--- src/rtl/prcxyz_pkg.sv ---
`default_nettype none
package prcxyz_pkg;

   // default sizes
   localparam int DEF_COORD_WIDTH    = 32;
   localparam int DEF_ANGLE_WIDTH    = 16;
   localparam int DEF_TRIG_FRAC_BITS = 15;

   // axis numbering, also the order of the rotations
   localparam int AXES   = 3;
   localparam int AXIS_X = 0;
   localparam int AXIS_Y = 1;
   localparam int AXIS_Z = 2;

   // number of nested steps in each trig series
   localparam int HORNER_STEPS = 6;

   // one flag per axis, x in the low bit
   typedef struct packed {
      logic z;
      logic y;
      logic x;
   } axis_flags_type;

   // series divisor as a reciprocal: n / k == (n * mul) >> shift for any n below 2^30
   typedef struct packed {
      logic [5:0]  shift;
      logic [30:0] mul;
   } recip_type;

   // sine series divisors 156, 110, 72, 42, 20, 6, innermost step first
   function automatic recip_type sin_recip(input logic [2:0] step);
      recip_type rc;
      case (step)
         3'd0: rc = {6'd38, 31'd1762037866};
         3'd1: rc = {6'd37, 31'd1249445032};
         3'd2: rc = {6'd37, 31'd1908874354};
         3'd3: rc = {6'd36, 31'd1636178018};
         3'd4: rc = {6'd35, 31'd1717986919};
         default: rc = {6'd33, 31'd1431655766};
      endcase
      return rc;
   endfunction

   // cosine series divisors 132, 90, 56, 30, 12, 2, innermost step first
   function automatic recip_type cos_recip(input logic [2:0] step);
      recip_type rc;
      case (step)
         3'd0: rc = {6'd38, 31'd2082408386};
         3'd1: rc = {6'd37, 31'd1527099484};
         3'd2: rc = {6'd36, 31'd1227133514};
         3'd3: rc = {6'd35, 31'd1145324613};
         3'd4: rc = {6'd34, 31'd1431655766};
         default: rc = {6'd31, 31'd1073741824};
      endcase
      return rc;
   endfunction

endpackage
`default_nettype wire

--- src/rtl/prcxyz_trig.sv ---
`default_nettype none
module prcxyz_trig
   import prcxyz_pkg::*;
#(
   parameter int ANGLE_WIDTH    = DEF_ANGLE_WIDTH,
   parameter int TRIG_FRAC_BITS = DEF_TRIG_FRAC_BITS
) (
   input  logic                             clock,
   input  logic                             reset,
   input  logic [ANGLE_WIDTH-1:0]           angle [AXES],
   input  axis_flags_type                   angle_wr,
   output logic                             busy,
   output logic signed [TRIG_FRAC_BITS+1:0] sin_val [AXES],
   output logic signed [TRIG_FRAC_BITS+1:0] cos_val [AXES]
);

   localparam int TW  = TRIG_FRAC_BITS + 2;
   localparam int QW  = 31;
   localparam int PRW = 61;

   localparam logic [QW-1:0] Q30_ONE     = 31'h4000_0000;
   localparam logic [QW-1:0] HALF_PI_Q30 = 31'd1686629713;
   localparam logic [29:0]   HALF_QUAD   = 30'h2000_0000;
   localparam logic [QW-1:0] RND_Q       = QW'(1) << (29 - TRIG_FRAC_BITS);
   localparam logic signed [TW-1:0] TRIG_ONE = TW'(1) << TRIG_FRAC_BITS;
   localparam logic [2:0]    STEP_LAST   = 3'(HORNER_STEPS - 1);

   // sequencer states
   localparam logic [3:0] ST_IDLE = 4'd0;
   localparam logic [3:0] ST_MX   = 4'd1;
   localparam logic [3:0] ST_X    = 4'd2;
   localparam logic [3:0] ST_X2   = 4'd3;
   localparam logic [3:0] ST_MT   = 4'd4;
   localparam logic [3:0] ST_DL   = 4'd5;
   localparam logic [3:0] ST_DE   = 4'd6;
   localparam logic [3:0] ST_MS   = 4'd7;
   localparam logic [3:0] ST_ST   = 4'd8;

   // quadrant codes
   localparam logic [1:0] QUAD_I   = 2'd0;
   localparam logic [1:0] QUAD_II  = 2'd1;
   localparam logic [1:0] QUAD_III = 2'd2;

   logic [3:0]            state_ff, state_in;
   logic [AXES-1:0]       pend_ff, pend_in;
   logic [1:0]            sel_ff, sel_in;
   logic [1:0]            quad_ff, quad_in;
   logic                  swap_ff, swap_in;
   logic [29:0]           r_ff, r_in;
   logic [PRW-1:0]        prod_ff, prod_in;
   logic [29:0]           x_ff, x_in;
   logic [29:0]           x2_ff, x2_in;
   logic [QW-1:0]         ts_ff, ts_in;
   logic [QW-1:0]         tc_ff, tc_in;
   logic [2:0]            step_ff, step_in;
   logic                  cos_ph_ff, cos_ph_in;
   logic signed [TW-1:0]  sin_ff [AXES];
   logic signed [TW-1:0]  sin_in [AXES];
   logic signed [TW-1:0]  cos_ff [AXES];
   logic signed [TW-1:0]  cos_in [AXES];

   logic [AXES-1:0]       wr_vec;
   logic [AXES-1:0]       clr_vec;
   logic [1:0]            sel_pick;
   logic [31:0]           turn;
   logic                  swap_pick;
   logic [QW-1:0]         fold_diff;
   logic [29:0]           mul_a;
   logic [QW-1:0]         mul_b;
   recip_type             rcp_sel;
   logic [QW-1:0]         quot;
   logic [QW-1:0]         s_raw, s_use, c_use;
   logic [QW-1:0]         s_rnd, c_rnd;
   logic signed [TW-1:0]  sq, cq;

   assign wr_vec = angle_wr;
   assign busy   = (|pend_ff) || (state_ff != ST_IDLE);

   // lowest pending axis goes first
   always_comb begin
      if (pend_ff[AXIS_X]) begin
         sel_pick = 2'(AXIS_X);
      end else if (pend_ff[AXIS_Y]) begin
         sel_pick = 2'(AXIS_Y);
      end else begin
         sel_pick = 2'(AXIS_Z);
      end
   end

   // angle as a 32-bit turn, folded into half a quadrant
   assign turn      = 32'(angle[sel_pick]) << (32 - ANGLE_WIDTH);
   assign swap_pick = turn[29:0] > HALF_QUAD;
   assign fold_diff = Q30_ONE - {1'b0, turn[29:0]};

   // series divide as a multiply by the divisor's reciprocal, then a shift
   assign rcp_sel = cos_ph_ff ? cos_recip(step_ff) : sin_recip(step_ff);
   assign quot    = QW'(prod_ff >> rcp_sel.shift);

   // final values, swapped back and rounded to the trig format
   assign s_raw = prod_ff[60:30];
   assign s_use = swap_ff ? tc_ff : s_raw;
   assign c_use = swap_ff ? s_raw : tc_ff;
   assign s_rnd = s_use + RND_Q;
   assign c_rnd = c_use + RND_Q;
   assign sq    = {1'b0, s_rnd[QW-1 -: TRIG_FRAC_BITS+1]};
   assign cq    = {1'b0, c_rnd[QW-1 -: TRIG_FRAC_BITS+1]};

   // an axis leaves the pending set when its evaluation starts, a later write sets it again
   assign clr_vec = (state_ff == ST_IDLE) ? (AXES'(1) << sel_pick) : '0;

   // shared multiplier, product registered
   assign prod_in = mul_a * mul_b;

   // sequencer
   always_comb begin
      state_in  = state_ff;
      pend_in   = (pend_ff & ~clr_vec) | wr_vec;
      sel_in    = sel_ff;
      quad_in   = quad_ff;
      swap_in   = swap_ff;
      r_in      = r_ff;
      x_in      = x_ff;
      x2_in     = x2_ff;
      ts_in     = ts_ff;
      tc_in     = tc_ff;
      step_in   = step_ff;
      cos_ph_in = cos_ph_ff;
      sin_in    = sin_ff;
      cos_in    = cos_ff;
      mul_a     = '0;
      mul_b     = '0;
      case (state_ff)
         ST_IDLE: begin
            if (|pend_ff) begin
               sel_in   = sel_pick;
               quad_in  = turn[31:30];
               swap_in  = swap_pick;
               r_in     = swap_pick ? fold_diff[29:0] : turn[29:0];
               state_in = ST_MX;
            end
         end
         ST_MX: begin
            mul_a    = r_ff;
            mul_b    = HALF_PI_Q30;
            state_in = ST_X;
         end
         ST_X: begin
            x_in     = prod_ff[59:30];
            mul_a    = prod_ff[59:30];
            mul_b    = {1'b0, prod_ff[59:30]};
            state_in = ST_X2;
         end
         ST_X2: begin
            x2_in     = prod_ff[59:30];
            ts_in     = Q30_ONE;
            tc_in     = Q30_ONE;
            step_in   = '0;
            cos_ph_in = 1'b0;
            state_in  = ST_MT;
         end
         ST_MT: begin
            mul_a    = x2_ff;
            mul_b    = cos_ph_ff ? tc_ff : ts_ff;
            state_in = ST_DL;
         end
         ST_DL: begin
            mul_a    = prod_ff[59:30];
            mul_b    = rcp_sel.mul;
            state_in = ST_DE;
         end
         ST_DE: begin
            if (!cos_ph_ff) begin
               ts_in     = Q30_ONE - quot;
               cos_ph_in = 1'b1;
               state_in  = ST_MT;
            end else begin
               tc_in     = Q30_ONE - quot;
               cos_ph_in = 1'b0;
               if (step_ff == STEP_LAST) begin
                  state_in = ST_MS;
               end else begin
                  step_in  = step_ff + 3'd1;
                  state_in = ST_MT;
               end
            end
         end
         ST_MS: begin
            mul_a    = x_ff;
            mul_b    = ts_ff;
            state_in = ST_ST;
         end
         ST_ST: begin
            case (quad_ff)
               QUAD_I: begin
                  sin_in[sel_ff] = sq;
                  cos_in[sel_ff] = cq;
               end
               QUAD_II: begin
                  sin_in[sel_ff] = cq;
                  cos_in[sel_ff] = -sq;
               end
               QUAD_III: begin
                  sin_in[sel_ff] = -sq;
                  cos_in[sel_ff] = -cq;
               end
               default: begin
                  sin_in[sel_ff] = -cq;
                  cos_in[sel_ff] = sq;
               end
            endcase
            state_in = ST_IDLE;
         end
         default: begin
            state_in = ST_IDLE;
         end
      endcase
   end

   // control and trig results
   always_ff @(posedge clock) begin
      if (reset) begin
         state_ff <= ST_IDLE;
         pend_ff  <= '0;
         for (int a = 0; a < AXES; a++) begin
            sin_ff[a] <= '0;
            cos_ff[a] <= TRIG_ONE;
         end
      end else begin
         state_ff <= state_in;
         pend_ff  <= pend_in;
         sin_ff   <= sin_in;
         cos_ff   <= cos_in;
      end
   end

   // working values
   always_ff @(posedge clock) begin
      sel_ff    <= sel_in;
      quad_ff   <= quad_in;
      swap_ff   <= swap_in;
      r_ff      <= r_in;
      prod_ff   <= prod_in;
      x_ff      <= x_in;
      x2_ff     <= x2_in;
      ts_ff     <= ts_in;
      tc_ff     <= tc_in;
      step_ff   <= step_in;
      cos_ph_ff <= cos_ph_in;
   end

   assign sin_val = sin_ff;
   assign cos_val = cos_ff;

endmodule
`default_nettype wire

--- config.mk ---
export PLATFORM = sky130hd
export DESIGN_NAME = prcxyz_trig
export DESIGN_NICKNAME = d
export VERILOG_FILES = /design/src/rtl/prcxyz_pkg.sv /design/src/rtl/prcxyz_trig.sv
export SDC_FILE = /design/constraint.sdc
export NUM_CORES = 2
export LEC_CHECK = 0
export BUFFER_PORTS_ARGS = -buffer_cell sky130_fd_sc_hd__clkbuf_2
export CAP_MARGIN = 20
export CORE_MARGIN = 1.5
export CORE_UTILIZATION = 35
export DETAILED_ROUTE_END_ITERATION = 7
export PLACE_DENSITY_LB_ADDON = 0.05
export SKIP_LAST_GASP = 1
export SLEW_MARGIN = 30
export SYNTH_ARGS = -nofsm -noshare
export SYNTH_HDL_FRONTEND = slang
export SYNTH_SLANG_ARGS = --single-unit
--- constraint.sdc ---
create_clock -name clock -period 13.9 [get_ports clock]
set_input_delay 0 -clock clock [delete_from_list [all_inputs] [get_ports clock]]
set_output_delay 0 -clock clock [all_outputs]
set_load 0.02 [all_outputs]
==> impl_metrics.env <==
export IMPL_whs_ns=0.01194
export IMPL_area_growth_pct=9.440
export IMPL_synthFlopType="edfxtp_1"
export IMPL_switching_share=0.5026
export IMPL_finalPower_mw=5.027
export IMPL_min_delay_start="angle[11]"
export IMPL_wirelength_um=189600
export IMPL_clk_pin_slew_ns=0.06
export IMPL_slew_headroom=0.2850
export IMPL_die_area_um2=136600
export IMPL_ctsHoldBuffers=25
export IMPL_syn_area_um2=47040
export IMPL_post_cts_resized=0
export IMPL_insertion_delay_ns=0.57
export IMPL_avgRoutedWirePerCell_um=25.71
export IMPL_power_internal_mw=2.501
export IMPL_r2r_end="prod_ff[59]"
export IMPL_synth_edff_count=145
export IMPL_numCtsBuffers=38
export IMPL_dieWidth_um=369.6
export IMPL_fp_dieH_um=369.6
export IMPL_finalMaxSlewViolations=0
export IMPL_min_period_ns=11.17
export IMPL_cap_violations=0
export IMPL_critical_path_arrival_ns=11.66
export IMPL_yosysSeqAreaShare=0.1530
export IMPL_firstDrtPassIters=6
export IMPL_initial_core_util=0.3525
export IMPL_cts_root_buf="clkbuf_16"
export IMPL_cp_start_kind="register"
export IMPL_hold_class="in2reg"
export IMPL_clockPowerShare=0.201
export IMPL_grt_overflow_total=0
export IMPL_portBuffers=155
export IMPL_cts_setup_buffers=0
export IMPL_htreeDepth=2
export IMPL_period_share=0.8033
export IMPL_drive_above_1_share=0.08158
export IMPL_worst_path_most_repeated_cell="fa_1"
export IMPL_p_sw_mw=2.527
export IMPL_clock_skew_ns=0.01583
export IMPL_cts_tree="done"
export IMPL_comb_power_share=0.582
export IMPL_grt_antenna_before_repair=4
export IMPL_rsz0062_at_grt="false"
export IMPL_cp_slowest_cell="a2111oi_2"
export IMPL_reg2regPathDepth=34
export IMPL_finalSetupViolations=0
export IMPL_gp_congestion=0.9150
export IMPL_powerDensity_nw_per_um2=97.66
export IMPL_vias_per_cell=5.378
export IMPL_holdPathEnd="r_ff[27]"
export IMPL_worst_slew_pin_slew_ns=1.073
export IMPL_fmax_mhz=89.56
export IMPL_seqPwrFrac=0.217
export IMPL_crit_path_max_fanout=13
export IMPL_coreArea_um2=133500
export IMPL_cts_sinks=287
export IMPL_fill_cells=13890
export IMPL_rrSetupSlack_ns=2.73
export IMPL_synthArstFlopShare=0
export IMPL_antenna_left=0
export IMPL_status="complete, no violations"
export IMPL_hold_depth=5
export IMPL_setup_tns_ns=0
export IMPL_final_core_util=0.3857
export IMPL_worstPathRequired_ns=14.39
export IMPL_grt_pass1_wl_um=281200
export IMPL_crit_type="reg2reg"
export IMPL_hold_viol=0
export IMPL_rows=134
export IMPL_syn_area_per_cell_um2=8.458
export IMPL_grt_max_degree=77
export IMPL_rr_startpoint="step_ff[0]"
export IMPL_num_io_pins=156
export IMPL_p_leak_nw=23.67
export IMPL_ys_types=93
export IMPL_endpoint_kind="register"
export IMPL_synth_warnings=0
export IMPL_track_usage=0.2796
export IMPL_setup_worst_path_start="step_ff[0]"
export IMPL_ir_worst_vdd_mv=0.07631
export IMPL_vias=39650
export IMPL_syn_inst=5561
export IMPL_max_stage_delay_ns=0.81
export IMPL_cts_buffer_depth=3
export IMPL_drtIter0Drc=3456
export IMPL_synth_seq_cells=287
export IMPL_fin_nets=6694
export IMPL_dp_hpwl_um=146000
export IMPL_synth_nets=6683
export IMPL_drc=0
export IMPL_grt_pass1_vias=41030
==> how the worst max path moves through the flow <==
stage,to,cells past startpoint
2_1_floorplan,prod_ff[56],32
3_3_place_gp,prod_ff[60],32
3_5_place_dp,prod_ff[60],32
4_1_cts,prod_ff[60],32
5_1_grt,prod_ff[60],35
6_report,prod_ff[59],34
==> power groups by stage <==
stage               sequential (mW)  clock (mW)  combinational (mW)
finish                         1.09        1.01                2.93
detailed placement             1.11           0                2.87
floorplan                      1.04           0                1.77
CTS                            1.09        1.03                2.91
global placement               1.11           0                2.89
global route                   1.10        1.06                3.18
==> Yosys cell counts (all sizes together) (19+ instances only) <==
master	count	share of area
nor3	68	0.0073
xor2	49	0.0091
a21o	44	0.0070
inv	896	0.072
nand3	107	0.011
a22oi	36	0.0057
and3	42	0.0056
o21ai	178	0.019
a211oi	71	0.011
a221oi	22	0.0041
ha	261	0.069
fa	808	0.34
buf	38	0.0042
mux2i	78	0.017
or3	19	0.0027
edfxtp	145	0.093
nand3b	23	0.0037
a21oi	199	0.021
dfxtp	142	0.060
and2	49	0.0066
clkbuf	320	0.026
mux2	23	0.0055
nor2	744	0.059
o211ai	24	0.0039
nand2	775	0.062
nand4	42	0.0056
xnor2	77	0.014
==> state kept, by name, summed over array words and instances (netlist names) <==
register,cells
cos_val,51
sin_val,51
prod_ff,33
tc_ff,31
ts_ff,31
x2_ff,30
x_ff,30
r_ff,14
state_ff,4
pend_ff,3
step_ff,3
quad_ff,2
sel_ff,2
cos_ph_ff,1
swap_ff,1
==> stage by stage <==
stage	area, um^2	setup WS, ns	std cells
global route	51470	2.245	7371
detailed placement	49950	2.742	7275
global placement	49840	2.784	7269
floorplan	47040	3.812	5561
CTS	51460	2.679	7370
finish	51480	2.734	7373
==> cell usage in the layout, fill, tap and decap left out, types with 25 or more instances in the layout <==
master and n:
dlygate4sd3_1 25, dfxtp_1 142, nor2_1 735, nand2_1 770, and2_1 47, a21oi_1 196
nand4_1 42, xor2_1 49, nor3_1 65, o21ai_0 168, a211oi_1 67, buf_4 144
ha_1 261, and3_1 38, a21o_1 43, xnor2_1 77, a22oi_1 36, fa_1 808
mux2i_1 77, clkbuf_2 154, inv_1 896, edfxtp_1 145, clkbuf_16 39, nand3_1 105
==> metal layers <==
layer  wire length (um)  part of all wire  up-vias  GRT usage
li1                   -                 -    17740          -
met1              82670              0.44    20370     0.3810
met4               5378             0.028        0    0.07109
met2              91470              0.48     1325     0.4750
met3              10040             0.053      226    0.02599
met5                  0                 0        -          0
==> area by class of cell <==
type / count / area [um^2] / area share
repair buffers: 329 / 2196 / 0.04266
inverters: 896 / 3363 / 0.06533
clock inverters: 17 / 192.7 / 0.003743
diodes: 3 / 7.507 / 0.0001458
flip-flops and latches: 287 / 7197 / 0.1398
well taps: 1768 / 2212 / 0.04297
clock buffers: 53 / 1069 / 0.02076
multi-input cells: 4020 / 35240 / 0.6846
==> cells by family after synthesis <==
family                   count (synthesis)  synth area share
adder cells (fa/ha/maj)               1069            0.4133
AO/OA/AOI/OAI                          759            0.1071
multiplexers                           101           0.02218
flip-flops                             287            0.1530
XOR/XNOR                               126           0.02346
buffers and inverters                 1254            0.1012
AND/OR/NAND/NOR                       1965            0.1798
==> worst max-delay path, delay by kind of cell (launching register included) <==
family                   cells  cell delay (ns)
adder cells (fa/ha/maj)     10             4.64
buffers and inverters        6             0.76
flip-flops                   1             0.50
AND/OR/NAND/NOR              7             1.41
XOR/XNOR                     1             0.13
AO/OA/AOI/OAI               10             3.63
Note: power is estimated with default switching activity, not from simulation.
